## config.mk

```make
export PLATFORM = sky130hd
export DESIGN_NAME = bounded_array_insert_remove_top
export DESIGN_NICKNAME = d
export VERILOG_FILES = /design/src/rtl/bai_pkg.sv /design/src/rtl/bounded_array_insert_remove_top.sv /design/src/rtl/bai_store.sv
export VERILOG_INCLUDE_DIRS = /design/src /design/src/rtl
export SDC_FILE = /design/constraint.sdc
export NUM_CORES = 1
export LEC_CHECK = 0
export BUFFER_PORTS_ARGS = -buffer_cell sky130_fd_sc_hd__buf_2
export CORE_MARGIN = 4
export CORE_UTILIZATION = 43
export DETAILED_ROUTE_END_ITERATION = 12
export GPL_ROUTABILITY_DRIVEN = 1
export HOLD_SLACK_MARGIN = 0.08
export PLACE_DENSITY = 0.68
export SLEW_MARGIN = 25
export SYNTH_ARGS = -nofsm -noshare
export SYNTH_HDL_FRONTEND = slang
export SYNTH_HIERARCHICAL = 1
export SYNTH_SLANG_ARGS = --single-unit
```

## constraint.sdc

```tcl
create_clock -name aclk -period 8.8 [get_ports aclk]
set_input_delay 0.44 -clock aclk [delete_from_list [all_inputs] [get_ports aclk]]
set_output_delay 0.44 -clock aclk [all_outputs]
set_load 0.02 [all_outputs]
```

## src/rtl/assert_macros.svh

```systemverilog
// Assertion helpers used by the RTL top.
// All three forms take a label, the clock, the active-low reset and a message.
`ifndef ASSERT_MACROS_SVH
`define ASSERT_MACROS_SVH
`ifndef SYNTHESIS
// property holds on every rising clock edge outside reset
`define BAI_ASSERT(lbl, clk, rst_n, prop, msg) \
    lbl: assert property (@(posedge clk) disable iff (!rst_n) (prop)) else $error(msg);
// antecedent in this cycle implies consequent in the same cycle
`define BAI_ASSERT_IMP(lbl, clk, rst_n, ante, cons, msg) \
    lbl: assert property (@(posedge clk) disable iff (!rst_n) (ante) |-> (cons)) \
        else $error(msg);
// antecedent in this cycle implies consequent in the next cycle
`define BAI_ASSERT_NEXT(lbl, clk, rst_n, ante, cons, msg) \
    lbl: assert property (@(posedge clk) disable iff (!rst_n) (ante) |=> (cons)) \
        else $error(msg);
`else
`define BAI_ASSERT(lbl, clk, rst_n, prop, msg)
`define BAI_ASSERT_IMP(lbl, clk, rst_n, ante, cons, msg)
`define BAI_ASSERT_NEXT(lbl, clk, rst_n, ante, cons, msg)
`endif
`endif

```

## src/rtl/bai_pkg.sv

```systemverilog
package bai_pkg;

    // field widths
    localparam int MODE_W = 3;
    localparam int IDX_W  = 5;
    localparam int RIDX_W = 4;
    localparam int DATA_W = 32;
    localparam int STAT_W = 2;
    localparam int CNT_W  = 5;

    // packed stream widths, rounded up to whole bytes
    localparam int S_TDATA_W = 48;
    localparam int M_TDATA_W = 40;

    // operation codes
    localparam logic [MODE_W-1:0] MODE_APPEND  = 3'd0;
    localparam logic [MODE_W-1:0] MODE_INSERT  = 3'd1;
    localparam logic [MODE_W-1:0] MODE_REMOVE  = 3'd2;
    localparam logic [MODE_W-1:0] MODE_READ    = 3'd3;
    localparam logic [MODE_W-1:0] MODE_WRITE   = 3'd4;
    localparam logic [MODE_W-1:0] MODE_REVERSE = 3'd5;

    // status codes
    localparam logic [STAT_W-1:0] STAT_OK    = 2'd0;
    localparam logic [STAT_W-1:0] STAT_RANGE = 2'd1;
    localparam logic [STAT_W-1:0] STAT_FULL  = 2'd2;

endpackage

```

## src/rtl/bounded_array_insert_remove_top.sv

```systemverilog
// Fixed-capacity ordered list of signed 32-bit words with an occupancy count.
// Input channel s_*: one item per operation (append, insert, remove, read,
// write, reverse range). Result channel m_*: one item per input item with
// the read word, a status code, the count after the operation and an empty flag.
// The words live in a simple dual-port store (one write, one registered read
// per cycle); one shared step/compare unit walks a pointer under a sequencer.
// Rejected or unused operations go straight to the result; append and write
// do one store write, read does one registered store read, remove and insert
// shift one word per move (moves = words shifted, up to DEPTH-1; insert then
// writes the new word), and reverse swaps pairs inward (up to DEPTH/2 pairs).
// The store port paces insert, remove and reverse. Only one item is in work
// at a time; s_tready is low until the result is loaded into the output
// register and rises on the next cycle, so the input is held off for the
// whole of an item's work.
// Reset clears the count and the control state; the store is not cleared,
// and only positions below the count can be seen.
// A stalled receiver holds the result in the output register; the block can
// take and work the next item, then waits before delivering its result.
module bounded_array_insert_remove_top #(
    parameter int DEPTH = 16
) (
    input  logic                            aclk,
    input  logic                            aresetn,
    input  logic                            s_tvalid,
    output logic                            s_tready,
    // mode[2:0], index[7:3], right_index[11:8], value[43:12], zero fill
    input  logic [bai_pkg::S_TDATA_W-1:0]   s_tdata,
    output logic                            m_tvalid,
    input  logic                            m_tready,
    // read_value[31:0], status[33:32], count[38:34], is_empty[39]
    output logic [bai_pkg::M_TDATA_W-1:0]   m_tdata
);
    import bai_pkg::*;

`include "assert_macros.svh"

    localparam int AW = $clog2(DEPTH);
    localparam int CW = $clog2(DEPTH + 1);
    localparam int XW = (CW > IDX_W) ? CW : IDX_W;

    typedef enum logic [10:0] {
        S_IDLE = 11'b000_0000_0001,
        S_WR   = 11'b000_0000_0010,
        S_RD_A = 11'b000_0000_0100,
        S_RD_B = 11'b000_0000_1000,
        S_MV_A = 11'b000_0001_0000,
        S_MV_B = 11'b000_0010_0000,
        S_RV_A = 11'b000_0100_0000,
        S_RV_B = 11'b000_1000_0000,
        S_RV_C = 11'b001_0000_0000,
        S_RV_D = 11'b010_0000_0000,
        S_DONE = 11'b100_0000_0000
    } state_t;

    // input fields
    logic [MODE_W-1:0] in_mode;
    logic [IDX_W-1:0]  in_index;
    logic [RIDX_W-1:0] in_ridx;
    logic [DATA_W-1:0] in_value;

    assign in_mode  = s_tdata[2:0];
    assign in_index = s_tdata[7:3];
    assign in_ridx  = s_tdata[11:8];
    assign in_value = s_tdata[43:12];

    // control and work registers
    state_t              state_reg, state_next;
    logic [CW-1:0]       occ_reg, occ_next;
    logic                m_valid_reg, m_valid_next;
    logic [M_TDATA_W-1:0] m_data_reg, m_data_next;
    logic [MODE_W-1:0]   mode_reg, mode_next;
    logic [DATA_W-1:0]   val_reg, val_next;
    logic [STAT_W-1:0]   status_reg, status_next;
    logic [DATA_W-1:0]   rd_reg, rd_next;
    logic [DATA_W-1:0]   tmp_reg, tmp_next;
    logic [CW-1:0]       ptr_reg, ptr_next;
    logic [CW-1:0]       lim_reg, lim_next;
    logic [CW-1:0]       hi_reg, hi_next;

    // store port
    logic                mem_we;
    logic [CW-1:0]       wr_addr_full;
    logic [CW-1:0]       rd_addr_full;
    logic [DATA_W-1:0]   mem_wdata;
    logic [DATA_W-1:0]   mem_rdata;

    // shared step and compare unit
    logic                step_up;
    logic [CW-1:0]       ptr_step;
    logic [CW-1:0]       cmp_a, cmp_b;
    logic                cmp_lt;

    // range checks at accept
    logic [XW-1:0]       idx_x, ridx_x, occ_x;
    logic [STAT_W-1:0]   acc_status;
    logic                is_ins;
    logic                load_out;
    logic [CW-1:0]       occ_new;

    assign s_tready = (state_reg == S_IDLE);
    assign m_tvalid = m_valid_reg;
    assign m_tdata  = m_data_reg;

    assign ptr_step = step_up ? (ptr_reg + CW'(1)) : (ptr_reg - CW'(1));
    assign cmp_lt   = (cmp_a < cmp_b);
    assign is_ins   = (mode_reg == MODE_INSERT);

    bai_store #(
        .DEPTH (DEPTH)
    ) u_store (
        .aclk  (aclk),
        .we    (mem_we),
        .waddr (wr_addr_full[AW-1:0]),
        .wdata (mem_wdata),
        .raddr (rd_addr_full[AW-1:0]),
        .rdata (mem_rdata)
    );

    // status of a new item from the current count
    always_comb begin
        idx_x  = XW'(in_index);
        ridx_x = XW'(in_ridx);
        occ_x  = XW'(occ_reg);
        acc_status = STAT_OK;
        unique case (in_mode)
            MODE_APPEND: begin
                if (occ_reg == CW'(DEPTH)) acc_status = STAT_FULL;
            end
            MODE_INSERT: begin
                if (idx_x > occ_x) begin
                    acc_status = STAT_RANGE;
                end else if (occ_reg == CW'(DEPTH)) begin
                    acc_status = STAT_FULL;
                end
            end
            MODE_REMOVE, MODE_READ, MODE_WRITE: begin
                if (idx_x >= occ_x) acc_status = STAT_RANGE;
            end
            MODE_REVERSE: begin
                if ((idx_x >= occ_x) || (ridx_x >= occ_x)) acc_status = STAT_RANGE;
            end
            default: acc_status = STAT_OK;
        endcase
    end

    // count after the item in work
    always_comb begin
        occ_new = occ_reg;
        if (status_reg == STAT_OK) begin
            if ((mode_reg == MODE_APPEND) || (mode_reg == MODE_INSERT)) begin
                occ_new = occ_reg + CW'(1);
            end else if (mode_reg == MODE_REMOVE) begin
                occ_new = occ_reg - CW'(1);
            end
        end
    end

    // sequencer
    always_comb begin
        state_next   = state_reg;
        occ_next     = occ_reg;
        m_valid_next = m_valid_reg;
        m_data_next  = m_data_reg;
        mode_next    = mode_reg;
        val_next     = val_reg;
        status_next  = status_reg;
        rd_next      = rd_reg;
        tmp_next     = tmp_reg;
        ptr_next     = ptr_reg;
        lim_next     = lim_reg;
        hi_next      = hi_reg;
        mem_we       = 1'b0;
        wr_addr_full = ptr_reg;
        rd_addr_full = ptr_reg;
        mem_wdata    = val_reg;
        step_up      = 1'b1;
        cmp_a        = ptr_reg;
        cmp_b        = hi_reg;
        load_out     = 1'b0;

        if (m_valid_reg && m_tready) m_valid_next = 1'b0;

        unique case (state_reg)
            S_IDLE: begin
                if (s_tvalid) begin
                    mode_next   = in_mode;
                    val_next    = in_value;
                    status_next = acc_status;
                    rd_next     = '0;
                    ptr_next    = CW'(in_index);
                    lim_next    = occ_reg;
                    hi_next     = CW'(in_ridx);
                    if (acc_status != STAT_OK) begin
                        state_next = S_DONE;
                    end else begin
                        unique case (in_mode)
                            MODE_APPEND: begin
                                ptr_next   = occ_reg;
                                state_next = S_WR;
                            end
                            MODE_INSERT: begin
                                ptr_next   = occ_reg;
                                lim_next   = CW'(in_index);
                                state_next = S_MV_A;
                            end
                            MODE_REMOVE:  state_next = S_MV_A;
                            MODE_READ:    state_next = S_RD_A;
                            MODE_WRITE:   state_next = S_WR;
                            MODE_REVERSE: state_next = S_RV_A;
                            default:      state_next = S_DONE;
                        endcase
                    end
                end
            end
            S_WR: begin
                mem_we     = 1'b1;
                state_next = S_DONE;
            end
            S_RD_A: begin
                state_next = S_RD_B;
            end
            S_RD_B: begin
                rd_next    = mem_rdata;
                state_next = S_DONE;
            end
            // shift: insert walks down from the count, remove walks up
            S_MV_A: begin
                step_up = !is_ins;
                if (is_ins) begin
                    cmp_a = lim_reg;
                    cmp_b = ptr_reg;
                end else begin
                    cmp_a = ptr_step;
                    cmp_b = lim_reg;
                end
                rd_addr_full = ptr_step;
                if (cmp_lt) begin
                    state_next = S_MV_B;
                end else if (is_ins) begin
                    state_next = S_WR;
                end else begin
                    state_next = S_DONE;
                end
            end
            S_MV_B: begin
                step_up    = !is_ins;
                mem_we     = 1'b1;
                mem_wdata  = mem_rdata;
                ptr_next   = ptr_step;
                state_next = S_MV_A;
            end
            // reverse: read low, read high, write both, move inward
            S_RV_A: begin
                if (cmp_lt) begin
                    state_next = S_RV_B;
                end else begin
                    state_next = S_DONE;
                end
            end
            S_RV_B: begin
                tmp_next     = mem_rdata;
                rd_addr_full = hi_reg;
                state_next   = S_RV_C;
            end
            S_RV_C: begin
                mem_we     = 1'b1;
                mem_wdata  = mem_rdata;
                state_next = S_RV_D;
            end
            S_RV_D: begin
                mem_we       = 1'b1;
                wr_addr_full = hi_reg;
                mem_wdata    = tmp_reg;
                ptr_next     = ptr_step;
                hi_next      = hi_reg - CW'(1);
                state_next   = S_RV_A;
            end
            S_DONE: begin
                if (!m_valid_reg || m_tready) begin
                    load_out     = 1'b1;
                    m_valid_next = 1'b1;
                    m_data_next  = {(occ_new == '0), CNT_W'(occ_new), status_reg, rd_reg};
                    occ_next     = occ_new;
                    state_next   = S_IDLE;
                end
            end
            default: state_next = S_IDLE;
        endcase
    end

    // control registers
    always_ff @(posedge aclk) begin
        if (!aresetn) begin
            state_reg   <= S_IDLE;
            occ_reg     <= '0;
            m_valid_reg <= 1'b0;
        end else begin
            state_reg   <= state_next;
            occ_reg     <= occ_next;
            m_valid_reg <= m_valid_next;
        end
    end

    // payload registers
    always_ff @(posedge aclk) begin
        m_data_reg <= m_data_next;
        mode_reg   <= mode_next;
        val_reg    <= val_next;
        status_reg <= status_next;
        rd_reg     <= rd_next;
        tmp_reg    <= tmp_next;
        ptr_reg    <= ptr_next;
        lim_reg    <= lim_next;
        hi_reg     <= hi_next;
    end

    // checks
    `BAI_ASSERT(a_occ_bound, aclk, aresetn, occ_reg <= CW'(DEPTH), "count above capacity")
    `BAI_ASSERT_IMP(a_wr_in_range, aclk, aresetn, mem_we, wr_addr_full < CW'(DEPTH), "store write out of range")
    `BAI_ASSERT_NEXT(a_busy_after_accept, aclk, aresetn, s_tvalid && s_tready, !s_tready, "item taken while busy")
    `BAI_ASSERT_IMP(a_err_keeps_count, aclk, aresetn, load_out && (status_reg != STAT_OK), occ_new == occ_reg, "rejected item changed count")
    `BAI_ASSERT_NEXT(a_count_on_load, aclk, aresetn, !load_out, occ_reg == $past(occ_reg), "count changed without a result")

endmodule

```

## src/rtl/bai_store.sv

```systemverilog
module bai_store #(
    parameter int DEPTH = 16
) (
    input  logic                                aclk,
    input  logic                                we,
    input  logic [$clog2(DEPTH)-1:0]            waddr,
    input  logic [bai_pkg::DATA_W-1:0]          wdata,
    input  logic [$clog2(DEPTH)-1:0]            raddr,
    output logic [bai_pkg::DATA_W-1:0]          rdata
);
    import bai_pkg::*;

    logic [DATA_W-1:0] mem [DEPTH];

    // one write port, one registered read port
    always_ff @(posedge aclk) begin
        if (we) begin
            mem[waddr] <= wdata;
        end
        rdata <= mem[raddr];
    end

endmodule
```

==> results of run 1 <==
per-layer routing:
metal,part of all wire,global-route usage,up-vias
met5,0,0,-
met4,0.021,0.0459,0
met3,0.062,0.0307,83
met2,0.49,0.299,465
met1,0.42,0.252,7394
li1,-,-,6244
layout make-up:
type	count	area share
Sequential cell	717	0.658
Clock inverter	25	0.00786
Inverter	17	0.00199
Timing Repair Buffer	153	0.0318
Clock buffer	110	0.0650
Tap cell	846	0.0331
Multi-Input combinational cell	667	0.202
what timing repair did:
action	CTS	global route
hold buffers	32	0
gates resized for setup	0	0
buffers inserted	0	0
hold endpoints to repair	32	0
worst max-delay path by stage:
stage                                  endpoint  cells after the start
finish                u_store/rdata[13]$_DFF_P_                     10
global route          u_store/rdata[20]$_DFF_P_                     10
CTS                   u_store/rdata[18]$_DFF_P_                     10
detailed placement    u_store/rdata[13]$_DFF_P_                     10
global placement      u_store/rdata[13]$_DFF_P_                     10
floorplan           u_store/mem[0][0]$_DFFE_PP_                      7
stage by stage:
step / cell area, sq um / utilization / hold WS [ps] / worst slack [ps] / instances
4_1_cts: 32000 / 0.504 / 118 / 4080 / 2535
6_report: 32000 / 0.504 / 154 / 4090 / 2535
2_1_floorplan: 27700 / - / 400 / 3760 / 1477
5_1_grt: 32000 / 0.504 / 139 / 3820 / 2535
3_3_place_gp: 29300 / 0.462 / 407 / 3840 / 2368
3_5_place_dp: 29300 / 0.463 / 408 / 4110 / 2368
worst max-delay path: stages (launching register included):
cell and delay (ps):
edfxtp_1 510, or3b_4 510, or4b_1 710, xnor2_1 190, ha_1 330, a22oi_1 180
nand2_8 550, buf_4 790, mux4_2 410, a22oi_1 240, nand2_1 80
kinds of logic (layout without fill, tap and decap cells):
| kind of cell | Yosys count | in the layout |
|---|---|---|
| AOI/OAI and AO/OA | 177 | 177 |
| adders and majority gates | 17 | 17 |
| buffers and inverters | 93 | 305 |
| and+or+nand+nor | 302 | 302 |
| muxes | 147 | 147 |
| DFF | 717 | 717 |
| xor gates and xnor gates | 24 | 24 |
power groups by stage:
stage          clock network, mW  registers, mW  logic (mW)
3_5_place_dp                   0           4.16       0.846
2_1_floorplan                  0           4.12       0.608
3_3_place_gp                   0           4.15       0.825
4_1_cts                     3.05           4.09       0.862
6_report                    2.98           4.09       0.845
5_1_grt                     3.20           4.10       0.935
cells in the final DEF, fill, tap and decap left out, types with 27 or more instances in the layout:
cell	synthesis	final
a21oi_1	27	27
clkbuf_1	40	28
mux4_2	128	128
dlygate4sd3_1	0	32
a22oi_1	98	98
nand2_1	128	126
clkbuf_16	0	75
dfxtp_1	49	49
edfxtp_1	668	668
buf_2	14	89
buf_4	9	31
and2_1	38	38
nor2_1	46	32
==> reports/metrics.yaml, run 1 <==
critical_path:
  required_ps: 9290
  rr_worst_depth: 10
  critPathLaunchType: "flop"
  crit_path_start: "mode_reg[1]$_DFFE_PP_"
  end_kind: "flop"
  reg2reg_from: "mode_reg[1]$_DFFE_PP_"
  regToRegSetupSlack_ps: 4090
  path_max_fanout: 70
  critPathKind: "reg2reg"
  timing.rr.end: "u_store/rdata[13]$_DFF_P_"
  cp.arrival_ps: 5190
die:
  fp.dieH_um: 262
  ioPinCount: 94
  dieArea_sq_mm: 0.0687
  rows: 92
  start_util: 0.437
  core_area_sq_mm: 0.0634
  die_w_um: 262
sta:
  worstMarginPinSlew_ps: 874
  drv_slew: 0
  relSlewSlack: 0.417
  period_needed_ps: 4710
  fin_setup_tns_ps: 0
  post-route-period-util: 0.535
  setup_viol: 0
  hold_viol: 0
  rsz0062_at_grt: "no"
  clock_skew_ps: 28.0
  fmax_mhz: 213
final_layout:
  top_register: "u_store/mem"
  antenna_cells: 0
  nNetsFinal: 1699
  fillers: 5029
  largest_reg_flops: 512
  multi_input_area_sq_mm: 0.00648
  drive_above_1_share: 0.234
  area_delta_synth_final_pct: 15.3
  regArea_sq_mm: 0.0210
synth:
  synth.avg_cell_area_sq_um: 18.8
  synthMuxAreaShare: 0.112
  synth-xor-area-share: 0.00758
  synth_warnings: 6
  syn_inst: 1477
  synthTopCellsByArea: "edfxtp_1, mux4_2, dfxtp_1"
  synthSimpleGateAreaFrac: 0.0546
  syn-num-nets: 1546
  synth.most_common_cell: "edfxtp_1"
  synth-compound-area-share: 0.0451
  ys_seq_area_frac: 0.758
  yosys.area_share.adder: 0.00767
  syn_area_sq_mm: 0.0277
  async_flop_share: 0
  synthDistinctLibCells: 65
  synth_top_area_frac: 0.723
  synth_seq_cells: 717
  synth_top_area_cell: "edfxtp_1"
  synth_edf_count: 668
  synth_ff_type: "edfxtp_1"
  synth_top_family_by_area: "multiplexers"
  synthTopCellsByCount: "edfxtp_1, mux4_2, nand2_1, a22oi_1, dfxtp_1"
route:
  wl_per_cell_um: 24.1
  first_iter_violations: 1295
  drt_wl_total_um: 61000
  vias: 14186
  drc_errors: 0
  antenna_left: 0
  firstDrtPassIters: 5
  via_per_inst: 5.60
power:
  p_total_mw: 7.91
  power_frac_seq: 0.517
  p_clk_frac: 0.377
  swShare: 0.235
  vdd_drop_max_mv: 0.144
  power_leakage_nw: 10.5
  cellPowerDensity_mw_per_mm2: 247
  combinationalPowerShare: 0.107
  power.switching_mw: 1.86
  p_int_mw: 6.05
global_routing:
  grt_max_degree: 77
  first_global_vias: 14464
  grt_pass1_wl_um: 91800
  antenna_found_initial: 0
  gr-total-overflow: 0
  track_usage: 0.180
hold_path:
  hp-start: "s_tdata[0]"
  hold_depth: 1
  hold_end: "mode_reg[0]$_DFFE_PP_"
  hp-class: "in2reg"
cts:
  cts_tree: "done"
  htreeDepth: 3
  clk_root_buffer_cell: "clkbuf_16"
  clock-sinks: 717
  cts_buffer_depth: 3
  cts_buffers: 74
  clk_latency_ps: 610
  clkTransAtPathRegs_ps: 50
run_status:
  status: "finished clean"
placed_design:
  dp_hpwl_um: 31300
  portBuffers: 89
  gp_routability_congestion: 0.801
flow_run:
  maxCapViolCount: 0
No activity file was read; power rests on OpenSTA's default activity.
==> run 2, diff against run 1 <==
--- a/config.mk
+++ b/config.mk
@@ -6,13 +6,14 @@
 export SDC_FILE = /design/constraint.sdc
 export NUM_CORES = 1
 export LEC_CHECK = 0
+export ABC_AREA = 1
 export BUFFER_PORTS_ARGS = -buffer_cell sky130_fd_sc_hd__buf_2
 export CORE_MARGIN = 4
 export CORE_UTILIZATION = 43
 export DETAILED_ROUTE_END_ITERATION = 12
 export GPL_ROUTABILITY_DRIVEN = 1
 export HOLD_SLACK_MARGIN = 0.08
-export PLACE_DENSITY = 0.68
+export PLACE_DENSITY = 0.7
 export SLEW_MARGIN = 25
 export SYNTH_ARGS = -nofsm -noshare
 export SYNTH_HDL_FRONTEND = slang
==> constraint.sdc (replaced) <==
create_clock -name aclk -period 4 [get_ports aclk]
set_input_delay 0.2 -clock aclk [delete_from_list [all_inputs] [get_ports aclk]]
set_output_delay 0.2 -clock aclk [all_outputs]
set_load 0.02 [all_outputs]
==> run 2 against run 1 <==
  * Sequential cell count unchanged
  * Critical path depth increased by 15
  * Critical path type unchanged
  * Clock skew increased by 3.4 ps
==> reports/metrics.yaml, run 2 <==
critical_path:
  critPathLaunchType: "flop"
  rr_worst_depth: 25
  required_ps: 4460
  timing.rr.end: "state_reg[10]$_SDFFE_PN0P_"
  critPathKind: "reg2reg"
  path_max_fanout: 8
  reg2reg_from: "state_reg[2]$_SDFFE_PN0P_"
  end_kind: "flop"
  cp.arrival_ps: 3700
  regToRegSetupSlack_ps: 760
  crit_path_start: "state_reg[2]$_SDFFE_PN0P_"
sta:
  fmax_mhz: 308
  setup_viol: 0
  setup_ws_ps: 756
  rsz0062_at_grt: "no"
  clock_skew_ps: 31.4
  relSlewSlack: 0.444
  fin_setup_tns_ps: 0
  post-route-period-util: 0.811
  period_needed_ps: 3240
  worstMarginPinSlew_ps: 834
  drv_slew: 0
  hold_viol: 0
cts:
  clkTransAtPathRegs_ps: 70
  cts_tree: "done"
  clk_latency_ps: 600
  clk_root_buffer_cell: "clkbuf_16"
  ctsResizeCount: 0
  htreeDepth: 3
  ctsHoldBuffers: 46
  post_cts_buffers: 0
  cts_buffers: 70
  clock-sinks: 717
  cts_buffer_depth: 3
synth:
  syn_inst: 2875
  synth_top_area_frac: 0.655
  ys_seq_area_frac: 0.687
  synth.most_common_cell: "nand2_1"
  synth_warnings: 6
  syn-num-nets: 2944
  synthDistinctLibCells: 43
  synthTopCellsByArea: "edfxtp_1, nand2_1, nand3_1"
  synth_ff_type: "edfxtp_1"
  synth.avg_cell_area_sq_um: 10.6
  async_flop_share: 0
  synth_seq_cells: 717
  syn_area_sq_mm: 0.0306
  synth_edf_count: 668
  synthTopCellsByCount: "nand2_1, edfxtp_1, inv_1, nand3_1, nor2_1"
  synth_top_area_cell: "edfxtp_1"
power:
  vdd_drop_max_mv: 0.343
  cellPowerDensity_mw_per_mm2: 538
  power_leakage_nw: 14.6
placed_design:
  preCtsSetupSlack_ps: 830
  portBuffers: 89
  gp_routability_congestion: 0.866
  dp_hpwl_um: 40700
route:
  first_iter_violations: 2171
  drc_errors: 0
  via_per_inst: 5.10
  firstDrtPassIters: 5
  antenna_left: 0
  wl_per_cell_um: 18.2
  drt_wl_total_um: 72800
  vias: 20455
die:
  start_util: 0.436
  core_area_sq_mm: 0.0703
  die_w_um: 275
  dieArea_sq_mm: 0.0755
  rows: 97
  ioPinCount: 94
  fp.dieH_um: 275
global_routing:
  first_global_vias: 19398
  track_usage: 0.189
  grt_pass1_wl_um: 111000
  grt_max_degree: 137
  antenna_found_initial: 0
  gr-total-overflow: 0
final_layout:
  mostFrequentLayoutCells: "nand2_1, edfxtp_1, inv_1"
  layout_commonest_cell: "nand2_1"
  largest_reg_flops: 512
  drive_above_1_share: 0.0985
  area_delta_synth_final_pct: 13.7
  top_register: "u_store/mem"
  nNetsFinal: 3082
  antenna_cells: 0
hold_path:
  hold_end: "state_reg[9]$_SDFFE_PN0P_"
  hold_depth: 5
  hp-start: "s_tvalid"
  hp-class: "in2reg"
flow_run:
  maxCapViolCount: 0
run_status:
  status: "finished clean"
[run 2: report_power, final]
part           switching [mW]  total, mW  internal (mW)  leakage, nW
Clock                    2.72       6.37           3.65         1.08
Combinational            2.33       3.20          0.874         7.08
Sequential              0.261       9.15           8.89         6.47
Total                    5.31       18.7           13.4         14.6
[run 2: per-stage QoR]
step / util / cell area, sq um / power [mW] / instances / hold slack [ps]
6_report: 0.495 / 34800 / 18.7 / 4007 / 108
5_1_grt: 0.495 / 34800 / 19.5 / 4007 / 132
4_1_cts: 0.495 / 34800 / 18.8 / 4007 / 87.8
3_5_place_dp: 0.457 / 32100 / 12.4 / 3835 / 378
3_3_place_gp: 0.457 / 32100 / 12.4 / 3835 / 377
2_1_floorplan: - / 30600 / 11.4 / 2875 / 269
[run 2: worst max-delay path by stage]
stage	end	slack [ps]	cells after the start
6_report	state_reg[10]$_SDFFE_PN0P_	760	25
4_1_cts	state_reg[10]$_SDFFE_PN0P_	810	25
3_5_place_dp	state_reg[10]$_SDFFE_PN0P_	830	25
5_1_grt	state_reg[10]$_SDFFE_PN0P_	400	24
3_3_place_gp	u_store/rdata[25]$_DFF_P_	860	17
2_1_floorplan	rd_reg[0]$_SDFFCE_PN0P_	660	7
[run 2: cell type report]
class                           instances  area (sq um)
Fill cell                            5917         35500
Clock buffer                           91          1870
Inverter                              500          1880
Timing Repair Buffer                  189          1420
Tap cell                              940          1180
Clock inverter                         35           324
Sequential cell                       717         21000
Multi-Input combinational cell       1535          7070
[run 2: metal layers]
metal	GRT usage	wire, um	vias to the layer above
met5	0	0	-
met4	0.0711	2370	0
met3	0.0251	5500	166
met2	0.314	34500	832
met1	0.256	30500	9792
li1	-	-	9665
[run 2: kinds of logic (layout without fill, tap and decap cells)]
kind of cell               count (synthesis)  count (layout)  share of synthesized area
DFF                                      717             717                      0.687
and+or+nand+nor                         1401            1401                      0.194
buffers and inverters                    623             815                     0.0869
muxes                                      1               1                   0.000327
xor gates and xnor gates                   9               9                    0.00258
AOI/OAI and AO/OA                        107             107                     0.0217
adders and majority gates                 17              17                    0.00695
[run 2: worst max-delay path: stages, from the launching register on]
cell and delay (ps):
dfxtp_1 340, nor2_2 190, nand2_4 130, nor2_8 130, nand2_4 130, nand2_2 110
nand2_2 90, nand2_1 70, nand2_1 50, inv_2 50, ha_1 130, inv_1 40
nand2_1 90, nand3_1 100, a21o_1 180, nand3_1 60, nand2_1 50, ha_1 300
nand2_1 80, a21oi_1 40, a211oi_1 290, nand2_1 120, a21oi_1 150, nand2_1 70
nand2_1 50, a21oi_1 50
